===== src/rtl/binary_min_heap_priority_queue_assert.svh =====
// Assertion macros used by the heap queue datapath.
`ifndef BINARY_MIN_HEAP_PRIORITY_QUEUE_ASSERT_SVH
`define BINARY_MIN_HEAP_PRIORITY_QUEUE_ASSERT_SVH

// Check that a condition holds at every edge outside reset.
`define BMHPQ_ASSERT_ALWAYS(lbl, clk, rst, cond, msg) \
   lbl: assert property (@(posedge clk) disable iff (rst) (cond)) else $error(msg);

// Check that a trigger implies a consequence in the same cycle.
`define BMHPQ_ASSERT_IMPLY(lbl, clk, rst, trig, cons, msg) \
   lbl: assert property (@(posedge clk) disable iff (rst) (trig) |-> (cons)) else $error(msg);

`endif


===== src/rtl/bmhpq_pkg.sv =====
package bmhpq_pkg;

   localparam int CAPACITY = 128;
   localparam int IDX_W    = $clog2(CAPACITY);
   localparam int CNT_W    = $clog2(CAPACITY + 1);

   typedef enum logic [1:0] {
      MODE_INSERT   = 2'd0,
      MODE_POP      = 2'd1,
      MODE_DECREASE = 2'd2
   } mode_type;

   typedef struct packed {
      logic signed [31:0] value;
      logic signed [31:0] prio;
   } entry_type;

   typedef enum logic [3:0] {
      S_IDLE,
      S_DISPATCH,
      S_UP_CHK,
      S_UP_CMP,
      S_UP_WR,
      S_SCAN_RD,
      S_SCAN_CMP,
      S_POP_LAST,
      S_DN_RD,
      S_DN_CMP,
      S_DN_WR,
      S_FINISH
   } state_type;

   typedef struct packed {
      logic accept;
      logic ins_start;
      logic ins_full;
      logic pop_start;
      logic dec_start;
      logic up_rd;
      logic up_move;
      logic ent_wr;
      logic scan_rd;
      logic scan_hit;
      logic scan_next;
      logic pop_last;
      logic dn_rd;
      logic dn_move;
      logic out_load;
   } cmd_type;

   typedef struct packed {
      logic [1:0] mode;
      logic       full;
      logic       empty;
      logic       one_left;
      logic       hole_zero;
      logic       up_less;
      logic       scan_end;
      logic       scan_hit;
      logic       dn_leaf;
      logic       dn_move;
   } sts_type;

endpackage


===== src/rtl/bmhpq_ctrl.sv =====
module bmhpq_ctrl (
   input  logic                clock,
   input  logic                reset,
   input  logic                req_valid,
   output logic                req_ready,
   output logic                rsp_valid,
   input  logic                rsp_ready,
   input  bmhpq_pkg::sts_type  sts,
   output bmhpq_pkg::cmd_type  cmd
);
   import bmhpq_pkg::*;

   state_type state_ff, state_in;
   logic      rsp_valid_ff, rsp_valid_in;

   assign req_ready = state_ff == S_IDLE;
   assign rsp_valid = rsp_valid_ff;

   // Hold state and result valid
   always_ff @(posedge clock) begin
      if (reset) begin
         state_ff     <= S_IDLE;
         rsp_valid_ff <= 1'b0;
      end else begin
         state_ff     <= state_in;
         rsp_valid_ff <= rsp_valid_in;
      end
   end

   // Sequence one operation
   always_comb begin
      state_in = state_ff;
      cmd      = '0;
      case (state_ff)
         S_IDLE: begin
            if (req_valid) begin
               cmd.accept = 1'b1;
               state_in   = S_DISPATCH;
            end
         end
         S_DISPATCH: begin
            case (sts.mode)
               MODE_INSERT: begin
                  if (sts.full) begin
                     cmd.ins_full = 1'b1;
                     state_in     = S_FINISH;
                  end else begin
                     cmd.ins_start = 1'b1;
                     state_in      = S_UP_CHK;
                  end
               end
               MODE_POP: begin
                  if (sts.empty) begin
                     state_in = S_FINISH;
                  end else begin
                     cmd.pop_start = 1'b1;
                     state_in      = sts.one_left ? S_FINISH : S_POP_LAST;
                  end
               end
               MODE_DECREASE: begin
                  cmd.dec_start = 1'b1;
                  state_in      = S_SCAN_RD;
               end
               default: state_in = S_FINISH;
            endcase
         end
         S_UP_CHK: begin
            if (sts.hole_zero) begin
               state_in = S_UP_WR;
            end else begin
               cmd.up_rd = 1'b1;
               state_in  = S_UP_CMP;
            end
         end
         S_UP_CMP: begin
            if (sts.up_less) begin
               cmd.up_move = 1'b1;
               state_in    = S_UP_CHK;
            end else begin
               state_in = S_UP_WR;
            end
         end
         S_UP_WR: begin
            cmd.ent_wr = 1'b1;
            if (sts.mode == MODE_DECREASE) begin
               cmd.scan_next = 1'b1;
               state_in      = S_SCAN_RD;
            end else begin
               state_in = S_FINISH;
            end
         end
         S_SCAN_RD: begin
            if (sts.scan_end) begin
               state_in = S_FINISH;
            end else begin
               cmd.scan_rd = 1'b1;
               state_in    = S_SCAN_CMP;
            end
         end
         S_SCAN_CMP: begin
            if (sts.scan_hit) begin
               cmd.scan_hit = 1'b1;
               state_in     = S_UP_CHK;
            end else begin
               cmd.scan_next = 1'b1;
               state_in      = S_SCAN_RD;
            end
         end
         S_POP_LAST: begin
            cmd.pop_last = 1'b1;
            state_in     = S_DN_RD;
         end
         S_DN_RD: begin
            if (sts.dn_leaf) begin
               state_in = S_DN_WR;
            end else begin
               cmd.dn_rd = 1'b1;
               state_in  = S_DN_CMP;
            end
         end
         S_DN_CMP: begin
            if (sts.dn_move) begin
               cmd.dn_move = 1'b1;
               state_in    = S_DN_RD;
            end else begin
               state_in = S_DN_WR;
            end
         end
         S_DN_WR: begin
            cmd.ent_wr = 1'b1;
            state_in   = S_FINISH;
         end
         S_FINISH: begin
            if (!rsp_valid_ff || rsp_ready) begin
               cmd.out_load = 1'b1;
               state_in     = S_IDLE;
            end
         end
         default: state_in = S_IDLE;
      endcase
   end

   // Advance result valid
   always_comb begin
      rsp_valid_in = rsp_valid_ff && !rsp_ready;
      if (cmd.out_load) begin
         rsp_valid_in = 1'b1;
      end
   end

endmodule


===== config.mk =====
export PLATFORM = sky130hd
export DESIGN_NAME = bmhpq_ctrl
export DESIGN_NICKNAME = d
export VERILOG_FILES = /design/src/rtl/binary_min_heap_priority_queue_assert.svh /design/src/rtl/bmhpq_pkg.sv /design/src/rtl/bmhpq_ctrl.sv
export SDC_FILE = /design/constraint.sdc
export NUM_CORES = 1
export LEC_CHECK = 0
export BUFFER_PORTS_ARGS = -buffer_cell sky130_fd_sc_hd__buf_4
export CAP_MARGIN = 40
export CELL_PAD_IN_SITES_DETAIL_PLACEMENT = 1
export CELL_PAD_IN_SITES_GLOBAL_PLACEMENT = 1
export CORE_MARGIN = 3
export CORE_UTILIZATION = 31
export DETAILED_ROUTE_END_ITERATION = 16
export PLACE_DENSITY_LB_ADDON = 0.1
export SKIP_CTS_REPAIR_TIMING = 1
export SYNTH_ARGS = -nofsm -noshare
export SYNTH_HDL_FRONTEND = slang
export SYNTH_SLANG_ARGS = --single-unit

===== constraint.sdc =====
create_clock -name clock -period 1.4 [get_ports clock]
set_input_delay 0.14 -clock clock [delete_from_list [all_inputs] [get_ports clock]]
set_output_delay 0.14 -clock clock [all_outputs]
set_load 0.05 [all_outputs]

== Yosys cells after proc, flatten, opt, wreduce, memory -nomap -nowiden ==
Index checks and enable logic that the tools add are counted.
W data, S select, Z words.

* Flip-flop bits (word level): 5
* Output and inout port bits: 17
* Input port bits: 15
* Logic and storage cells: 67

* Reductions and logical operators: 8
* Equal/unequal tests: 15
* Muxes and demuxes: 42

{| class="wikitable"
|+ Operator list
! kind !! number
|-
| $pmux W4 S12 || 1
|-
| $mux W4 || 8
|-
| $mux W1 || 25
|-
| $eq A4 B3 Y1 const B || 4
|-
| $eq A4 B4 Y1 const B || 4
|-
| $pmux W4 S3 || 1
|-
| $mux W3 || 3
|-
| $eq A4 B2 Y1 const B || 2
|-
| $mux W2 || 3
|-
| $eq A4 B1 Y1 const B || 1
|-
| $logic_not A4 Y1 || 1
|-
| $ne A2 B2 Y1 const B || 2
|-
| $eq A2 B1 Y1 const B || 1
|-
| $eq A2 B2 Y1 const B || 1
|-
| $logic_not A1 Y1 || 2
|-
| $logic_not A2 Y1 || 1
|-
| $pmux W1 S2 || 1
|-
| $reduce_and A2 Y1 || 1
|-
| $reduce_or A2 Y1 || 1
|-
| $logic_and A1 B1 Y1 || 1
|-
| $logic_or A1 B1 Y1 || 1
|}

== Logic depth before layout (Yosys ltp) ==
Gate-level depths: netlist of the first run.

* Depth after elaboration: 5
* Mapped depth: 6

== Worst setup path after synthesis of the first run ==
OpenSTA, ideal clock, no wires.

* Path type: reg-to-output
* Start point: reg state_ff[0]
* End point: out cmd[9] (netlist name)
* Path slack: -0.993 ns
* Required time: 1.260 ns
* Arrival: 2.253 ns
* Cell stages (with the launch flop): 4
* Buffers on the path: 2
* Cell sequence: dfxtp_1 -> buf_6 -> buf_4 -> nor4b_1

{| class="wikitable"
|+ RTL lines
! what !! line !! source
|-
| start, declared || bmhpq_ctrl.sv:13 || <nowiki>state_type state_ff, state_in;</nowiki>
|-
| start signal, assigned || bmhpq_ctrl.sv:25 || <nowiki>state_ff <= state_in;</nowiki>
|-
| end, declared || bmhpq_ctrl.sv:9 || <nowiki>output bmhpq_pkg::cmd_type cmd</nowiki>
|}

==> flow_summary.ini, run 1 <==
[synthesis]
synth_area_per_cell_um2 = 7.468
synth-seq-cells = 5
ys_types = 35
syn_inst = 95
syn_area_um2 = 709.4
synth_warnings = 0
ys_seq_area_share_pct = 14.11
synth_fp_nets = 114

[layout]
nNetsFinal = 160
fin_util_pct = 63.83
fillCellCount = 253
final_common_cell = buf_4
diodes = 0
synthToLayoutAreaGrowth_pct = 85.54
design_area_um2 = 1316
drive_above_1_share_pct = 57.14
final_cell_mix = buf_4 (29), buf_6 (13), inv_1 (7)

[clock_network]
clockRootBuffer = clkbuf_4
cts_max_level = 1
cts.sinks = 5
numCtsBuffers = 3
clk_latency_ns = 0.25
clk_path_buf_depth = 2
clk_pin_slew_ns = 0.05
cts_tree = built

[detailed_routing]
drt_pass1_iterations = 4
wl_per_cell_um = 19.09
vias = 931
antenna_left = 0
vias_per_cell = 5.575
wl_mm = 3.188
dr.first_iter.drc_count = 10
route.detailed.drc = 0

[setup_path]
worst-path-max-fanout = 7
crit_type = register to primary output
critPathCapture = cmd[14]
reg2reg_from = state_ff[3]
start_kind = register
end_kind = primary output
reg2reg_depth = 6
ff2ff_setup_slack_ns = -0.08
startpoint = state_ff[3]
cp.required_ns = 1.26
arrival_ns = 1.42
reg2reg_to = state_ff[1]

[timing]
setup_slack_ns = -0.1574
hold_violations = 0
maxSlewHeadroom_pct = 77.17
final-setup-viol-count = 14
period_needed_ns = 1.557
timing.final.crit_share_pct = 111.2
drv_slew = 0
fmax_ghz = 0.6421
skew_ns = 0.003020
worst_slew_pin_slew_ns = 0.3414
rsz0062_at_grt = yes

[min_path]
hold_path.class = input pin to register

[status]
violations = negative setup slack
status = finished, violations left

[global_routing]
grt_usage_pct = 18.65
grt_max_degree = 17
grt-ovfl-total = 0
antenna_found_initial = 0
grt_pass1_vias = 888
grt_pass1_wl_mm = 3.995

[placed_design]
place_area_um2 = 1080
dp_hpwl_mm = 2.002
io_buffers = 31
finalWeightedCongestion = 0.8649

[power_and_ir_drop]
leakage_nw = 0.5635
power_density_nw_per_um2 = 2043
power_mw = 2.689
peakVddDrop_mv = 1.183

[die]
dieArea_um2 = 2899
std_cell_rows = 16
ios = 32
coreArea_um2 = 2062
start_util_pct = 34.41
die_h_um = 53.84
die_w_um = 53.84

[run]
max-cap-violations = 0
synth_stat cells:
| master | n | area, um2 |
|---|---|---|
| a211oi_1 | 4 | 30.03 |
| a211oi_2 | 1 | 12.51 |
| a21oi_1 | 6 | 30.03 |
| a2bb2oi_1 | 2 | 17.52 |
| a31oi_1 | 6 | 37.54 |
| a32oi_1 | 1 | 8.760 |
| and2_1 | 1 | 6.260 |
| and3_1 | 3 | 18.77 |
| and4_1 | 1 | 8.760 |
| buf_4 | 2 | 15.01 |
| buf_6 | 4 | 45.04 |
| dfxtp_1 | 5 | 100.1 |
| ha_1 | 4 | 50.05 |
| inv_1 | 7 | 26.28 |
| nand2_1 | 5 | 18.77 |
| nand2b_1 | 5 | 31.28 |
| nand2b_2 | 1 | 8.760 |
| nand2b_4 | 1 | 13.76 |
| nand3_1 | 1 | 5.000 |
| nand3b_1 | 1 | 7.510 |
| nor2_1 | 9 | 33.78 |
| nor2_2 | 1 | 6.260 |
| nor2b_1 | 3 | 18.77 |
| nor3_1 | 2 | 10.01 |
| nor3b_1 | 2 | 15.01 |
| nor3b_2 | 1 | 12.51 |
| nor4_1 | 1 | 6.260 |
| nor4_2 | 2 | 25.02 |
| nor4b_1 | 2 | 17.52 |
| nor4b_2 | 1 | 15.01 |
| o21ai_0 | 6 | 30.03 |
| o21ai_1 | 1 | 5.000 |
| o21bai_1 | 1 | 7.510 |
| o32ai_1 | 1 | 8.760 |
| or2_1 | 1 | 6.260 |
per-layer routing:
metal	up-vias	global-route usage [%]	part of all wire [%]
met5	-	0	0
met4	0	3.830	0.53
met3	2	2.493	3.7
met2	30	34.07	55
met1	463	22.89	40
li1	436	-	-
kinds of logic after synthesis:
family                   after synthesis  share of synthesized area, %
AO/OA/AOI/OAI                         29                         26.46
AND/OR/NAND/NOR                       44                         40.21
adder cells (fa/ha/maj)                4                         7.055
flip-flops                             5                         14.11
buffers and inverters                 13                         12.17
area by class of cell:
type | count | area (um2) | share of cell area, %
Clock buffer | 4 | 26.28 | 1.996
Inverter | 7 | 26.28 | 1.996
Multi-Input combinational cell | 77 | 665.6 | 50.57
Sequential cell | 5 | 110.1 | 8.365
Tap cell | 27 | 33.78 | 2.567
Timing Repair Buffer | 47 | 454.2 | 34.51
worst min path at each step:
stage / from / end / depth (start not counted)
floorplan: reset / state_ff[2] / 1
global placement: reset / rsp_valid / 2
detailed placement: reset / rsp_valid / 2
CTS: reset / rsp_valid / 2
global route: reset / state_ff[3] / 2
finish: reset / state_ff[3] / 2
where the power goes:
group          switching [mW]  total (mW)  internal [mW]
combinational            1.20        2.20          0.994
clock                  0.0647       0.173          0.108
sequential              0.105       0.318          0.213
critical path, stage by stage (launching register included):
cell and delay (ns):
dfxtp_2 0.34, buf_6 0.14, nor4_4 0.34, and2_4 0.21
buf_8 0.14
flip-flops by register name, summed over array words and instances, names as in the netlist:
| register | count |
|---|---|
| rsp_valid | 1 |
| state_ff | 4 |
metrics by stage:
stage	hold WS (ns)	std cells	setup WS [ns]	setup TNS [ns]
6_report	0.09962	167	-0.1574	-1.129
5_1_grt	0.08426	167	-0.2157	-2.282
4_1_cts	0.09070	160	-0.3043	-2.528
3_3_place_gp	0.3647	156	0.06453	0
3_5_place_dp	0.3557	156	-0.01599	-0.01599
2_1_floorplan	0.2020	95	-0.2381	-0.3958
Power figures use the tool's default switching activity.
==> run 2, diff against run 1 <==
- PLACE_DENSITY: default -> 0.85
- PLACE_DENSITY_LB_ADDON: 0.1 -> default
==> flow_summary.ini, run 2 (synthesized netlist as in run 1, its figures left out) <==
[die]
start_util_pct = 34.41
std_cell_rows = 16
die_h_um = 53.84
ios = 32
dieArea_um2 = 2899
coreArea_um2 = 2062
die_w_um = 53.84

[placed_design]
preCtsSetupSlack_ns = -0.04921
io_buffers = 31
finalWeightedCongestion = 0.8957
dp_hpwl_mm = 2.113

[timing]
period_needed_ns = 1.531
maxSlewHeadroom_pct = 78.34
skew_ns = 0.007464
worst_slew_pin_slew_ns = 0.3238
tns_ns = -1.094
drv_slew = 0
setup_slack_ns = -0.1306
rsz0062_at_grt = yes
final-setup-viol-count = 13
timing.final.crit_share_pct = 109.3
hold_violations = 0
fmax_ghz = 0.6534

[clock_network]
clk_path_buf_depth = 2
cts_max_level = 1
clockRootBuffer = clkbuf_4
cts_tree = built
cts.sinks = 5
clk_latency_ns = 0.25
numCtsBuffers = 3
clk_pin_slew_ns = 0.05

[detailed_routing]
vias = 941
dr.first_iter.drc_count = 19
antenna_left = 0
wl_mm = 3.255
route.detailed.drc = 0
vias_per_cell = 5.535
drt_pass1_iterations = 11
wl_per_cell_um = 19.15

[power_and_ir_drop]
power_density_nw_per_um2 = 2010
peakVddDrop_mv = 1.430
leakage_nw = 0.5741

[layout]
multi_input_area_um2 = 684.4
diodes = 0
fillCellCount = 237
synthToLayoutAreaGrowth_pct = 90.48
final_common_cell = buf_4
regMostFlops = state_ff
nNetsFinal = 163
ff_latch_area_um2 = 112.6
largest_register_ff_count = 4
final_cell_mix = buf_4 (34), buf_6 (10), inv_1 (6), o21ai_0 (6)
drive_above_1_share_pct = 60.14

[global_routing]
grt-ovfl-total = 0
antenna_found_initial = 0
grt_pass1_vias = 897
grt_pass1_wl_mm = 4.257
grt_usage_pct = 19.97
grt_max_degree = 18

[setup_path]
cp.required_ns = 1.26
crit_chain = buf_6 -> nor4_4 -> and2_4 -> buf_8
start_kind = register
end_kind = primary output
crit_type = register to primary output
arrival_ns = 1.39
slowest_stage = dfxtp_4
worst-path-max-fanout = 5
critical-path-max-stage-delay_ns = 0.36

[status]
violations = negative setup slack
status = finished, violations left

[min_path]
hold_path.class = input pin to register

[run]
max-cap-violations = 0
## run 2: cell types whose count changed in the layout (fill, tap and decap cells not counted), moves of 2 or more
cell	before	now
nor2_2	5	3
buf_4	29	34
buf_6	13	10
nor2_4	1	3
## run 2: final timing paths
kind | start | endpoint | slack (ns) | cells after the start
max | state_ff[3] | cmd[14] | -0.13 | 4
min | reset | state_ff[3] | 0.1 | 2
max reg2reg | state_ff[3] | state_ff[2] | 0.04 | 6
min reg2reg | rsp_valid | rsp_valid | 0.65 | 2
## run 2: critical path: cells and delay by family, from the launching register on
family	cells	cell delay (ns)
AND/OR/NAND/NOR	2	0.51
flip-flops	1	0.36
buffers and inverters	2	0.26
## run 2: through the flow
stage          std cells  hold WS [ns]  util (%)  total power, mW  area (um2)
3_5_place_dp         157        0.3621     52.73            1.920        1087
3_3_place_gp         157        0.3502     52.73            1.859        1087
4_1_cts              161        0.1038     54.00            2.100        1114
5_1_grt              170       0.09617     65.53            2.862        1351
2_1_floorplan         95        0.2020         -            1.497       805.8
6_report             170       0.09588     65.53            2.715        1351
## run 2: final cells by class
| cell class | instances | area share [%] |
|---|---|---|
| timing repair buffer | 50 | 34.63 |
| tap | 27 | 2.500 |
| sequential | 5 | 8.333 |
| multi-input combinational | 77 | 50.65 |
| clock buffer | 4 | 1.944 |
| inverter | 7 | 1.944 |
## run 2: where the power goes
part / internal, mW / leakage [nW] / switching, mW / total [mW]
Clock: 0.109 / 0.0150 / 0.0704 / 0.179
Combinational: 0.981 / 0.516 / 1.22 / 2.21
Sequential: 0.218 / 0.0434 / 0.113 / 0.331
Total: 1.31 / 0.574 / 1.41 / 2.72
## run 2: routing by layer
| metal | vias to the layer above | wire length, um | track usage, % |
|---|---|---|---|
| met5 | - | 0 | 0 |
| met3 | 8 | 107 | 0.8310 |
| met4 | 0 | 62 | 5.532 |
| met1 | 462 | 1331 | 26.53 |
| li1 | 441 | - | - |
| met2 | 30 | 1753 | 34.68 |
==> run 3, diff against run 2 <==
- RECOVER_POWER: default -> 100
==> flow_summary.ini, run 3 (synthesized netlist as in run 1, its figures left out) <==
[status]
status = finished, violations left
violations = negative setup slack

[clock_network]
clk_path_buf_depth = 2
cts_max_level = 1
clockRootBuffer = clkbuf_4
cts.sinks = 5
numCtsBuffers = 3
clk_pin_slew_ns = 0.05
clk_latency_ns = 0.25
cts_tree = built

[setup_path]
critPathBufInv = 2
worst-path-max-fanout = 5
path_delay_family = simple AND/OR/NAND/NOR gates
arrival_ns = 1.38
start_kind = register
slowest_stage = dfxtp_4
crit_chain = buf_6 -> nor4_4 -> and2_4 -> buf_8
ff2ff_setup_slack_ns = 0.05
critical-path-max-stage-delay_ns = 0.36
crit_type = register to primary output
end_kind = primary output
cp.required_ns = 1.26

[global_routing]
grt.busiest_layer = met2
grt_util_met3_pct = 0.8310
met1_usage_pct = 26.53
grtUsageMet2_pct = 34.68
grt_pass1_vias = 897
grt_max_degree = 18
grt-ovfl-total = 0
antenna_found_initial = 0
grt_pass1_wl_mm = 4.257
grt_usage_pct = 19.97

[layout]
largest_register_ff_count = 4
final_common_cell = buf_4
diodes = 0
fillCellCount = 239
instances_no_fill = 170
regMostFlops = state_ff
nNetsFinal = 163
synthToLayoutAreaGrowth_pct = 89.95
final_cell_mix = buf_4 (33), buf_6 (10), inv_1 (6), o21ai_0 (6)
drive_above_1_share_pct = 59.44

[die]
coreArea_um2 = 2062
die_h_um = 53.84
dieArea_um2 = 2899
die_w_um = 53.84
ios = 32
start_util_pct = 34.41
std_cell_rows = 16

[power_and_ir_drop]
p_int_mw = 1.307
power_mw = 2.713
seqPwrFrac_pct = 12.2
pwr-share-comb_pct = 81.3
sw_frac_of_total_pct = 51.84
peakVddDrop_mv = 1.434
power_density_nw_per_um2 = 2013
clkPwrFrac_pct = 6.5
leakage_nw = 0.5698
switchingPower_mw = 1.407

[timing]
fmax_ghz = 0.6559
worst_slew_pin_slew_ns = 0.6079
period_needed_ns = 1.525
hold_violations = 0
rsz0062_at_grt = yes
final-setup-viol-count = 13
timing.final.crit_share_pct = 108.9
tns_ns = -1.033
maxSlewHeadroom_pct = 59.64
setup_slack_ns = -0.1247
skew_ns = 0.009181
drv_slew = 0

[run]
max-cap-violations = 0

[detailed_routing]
route.detailed.drc = 0
vias = 951
vias_per_cell = 5.594
wl_per_cell_um = 19.16
antenna_left = 0
drt_pass1_iterations = 6
dr.first_iter.drc_count = 19
wl_mm = 3.258

[min_path]
hold_path.class = input pin to register

[placed_design]
io_buffers = 31
preCtsSetupSlack_ns = -0.04921
dp_hpwl_mm = 2.113
dp_cells = 157
finalWeightedCongestion = 0.8957
-- run 3: cell types whose count changed in the layout (fill, tap and decap cells not counted), sizes merged --
| cell | delta |
|---|---|
| clkbuf | +1 |
| buf | -1 |
-- run 3: final cells by class --
class	count	area [um2]	share of cell area [%]
multi-input combinational	77	684.4	50.79
tap	27	33.78	2.507
inverter	7	26.28	1.950
clock buffer	4	26.28	1.950
sequential	5	112.6	8.357
timing repair buffer	50	464.2	34.45
-- run 3: routing by layer --
| layer | share of wire [%] | vias up |
|---|---|---|
| met5 | 0 | - |
| met1 | 40 | 470 |
| met4 | 1.2 | 0 |
| met2 | 55 | 36 |
| met3 | 4.1 | 4 |
| li1 | - | 441 |
-- run 3: worst reg2reg max path, stage by stage, from the launching register on --
cell and delay, ns:
dfxtp_2 0.34, buf_12 0.15, buf_4 0.14, inv_1 0.13, o21ai_0 0.12, a2bb2oi_1 0.21, a31oi_1 0.13
-- run 3: power groups by stage --
stage | clock [mW] | sequential [mW] | combinational (mW)
floorplan | 0 | 0.237 | 1.26
detailed placement | 0 | 0.267 | 1.65
global route | 0.197 | 0.337 | 2.33
global placement | 0 | 0.258 | 1.60
CTS | 0.173 | 0.264 | 1.66
finish | 0.176 | 0.330 | 2.21
-- run 3: metrics by stage --
stage                     hold WS [ns]  cell area, um2  utilization (%)
after CTS                       0.1038            1114            54.00
final                           0.1006            1348            65.35
after detailed placement        0.3621            1087            52.73
after global routing           0.09617            1348            65.35
after floorplan                 0.2020           805.8                -
after global placement          0.3502            1087            52.73
-- run 3: final timing paths --
| kind | from | endpoint | cells past startpoint |
|---|---|---|---|
| hold reg to reg | rsp_valid | rsp_valid | 2 |
| setup / recovery | state_ff[3] | cmd[14] | 4 |
| setup reg to reg | state_ff[0] | state_ff[1] | 6 |
| hold / removal | reset | state_ff[3] | 2 |
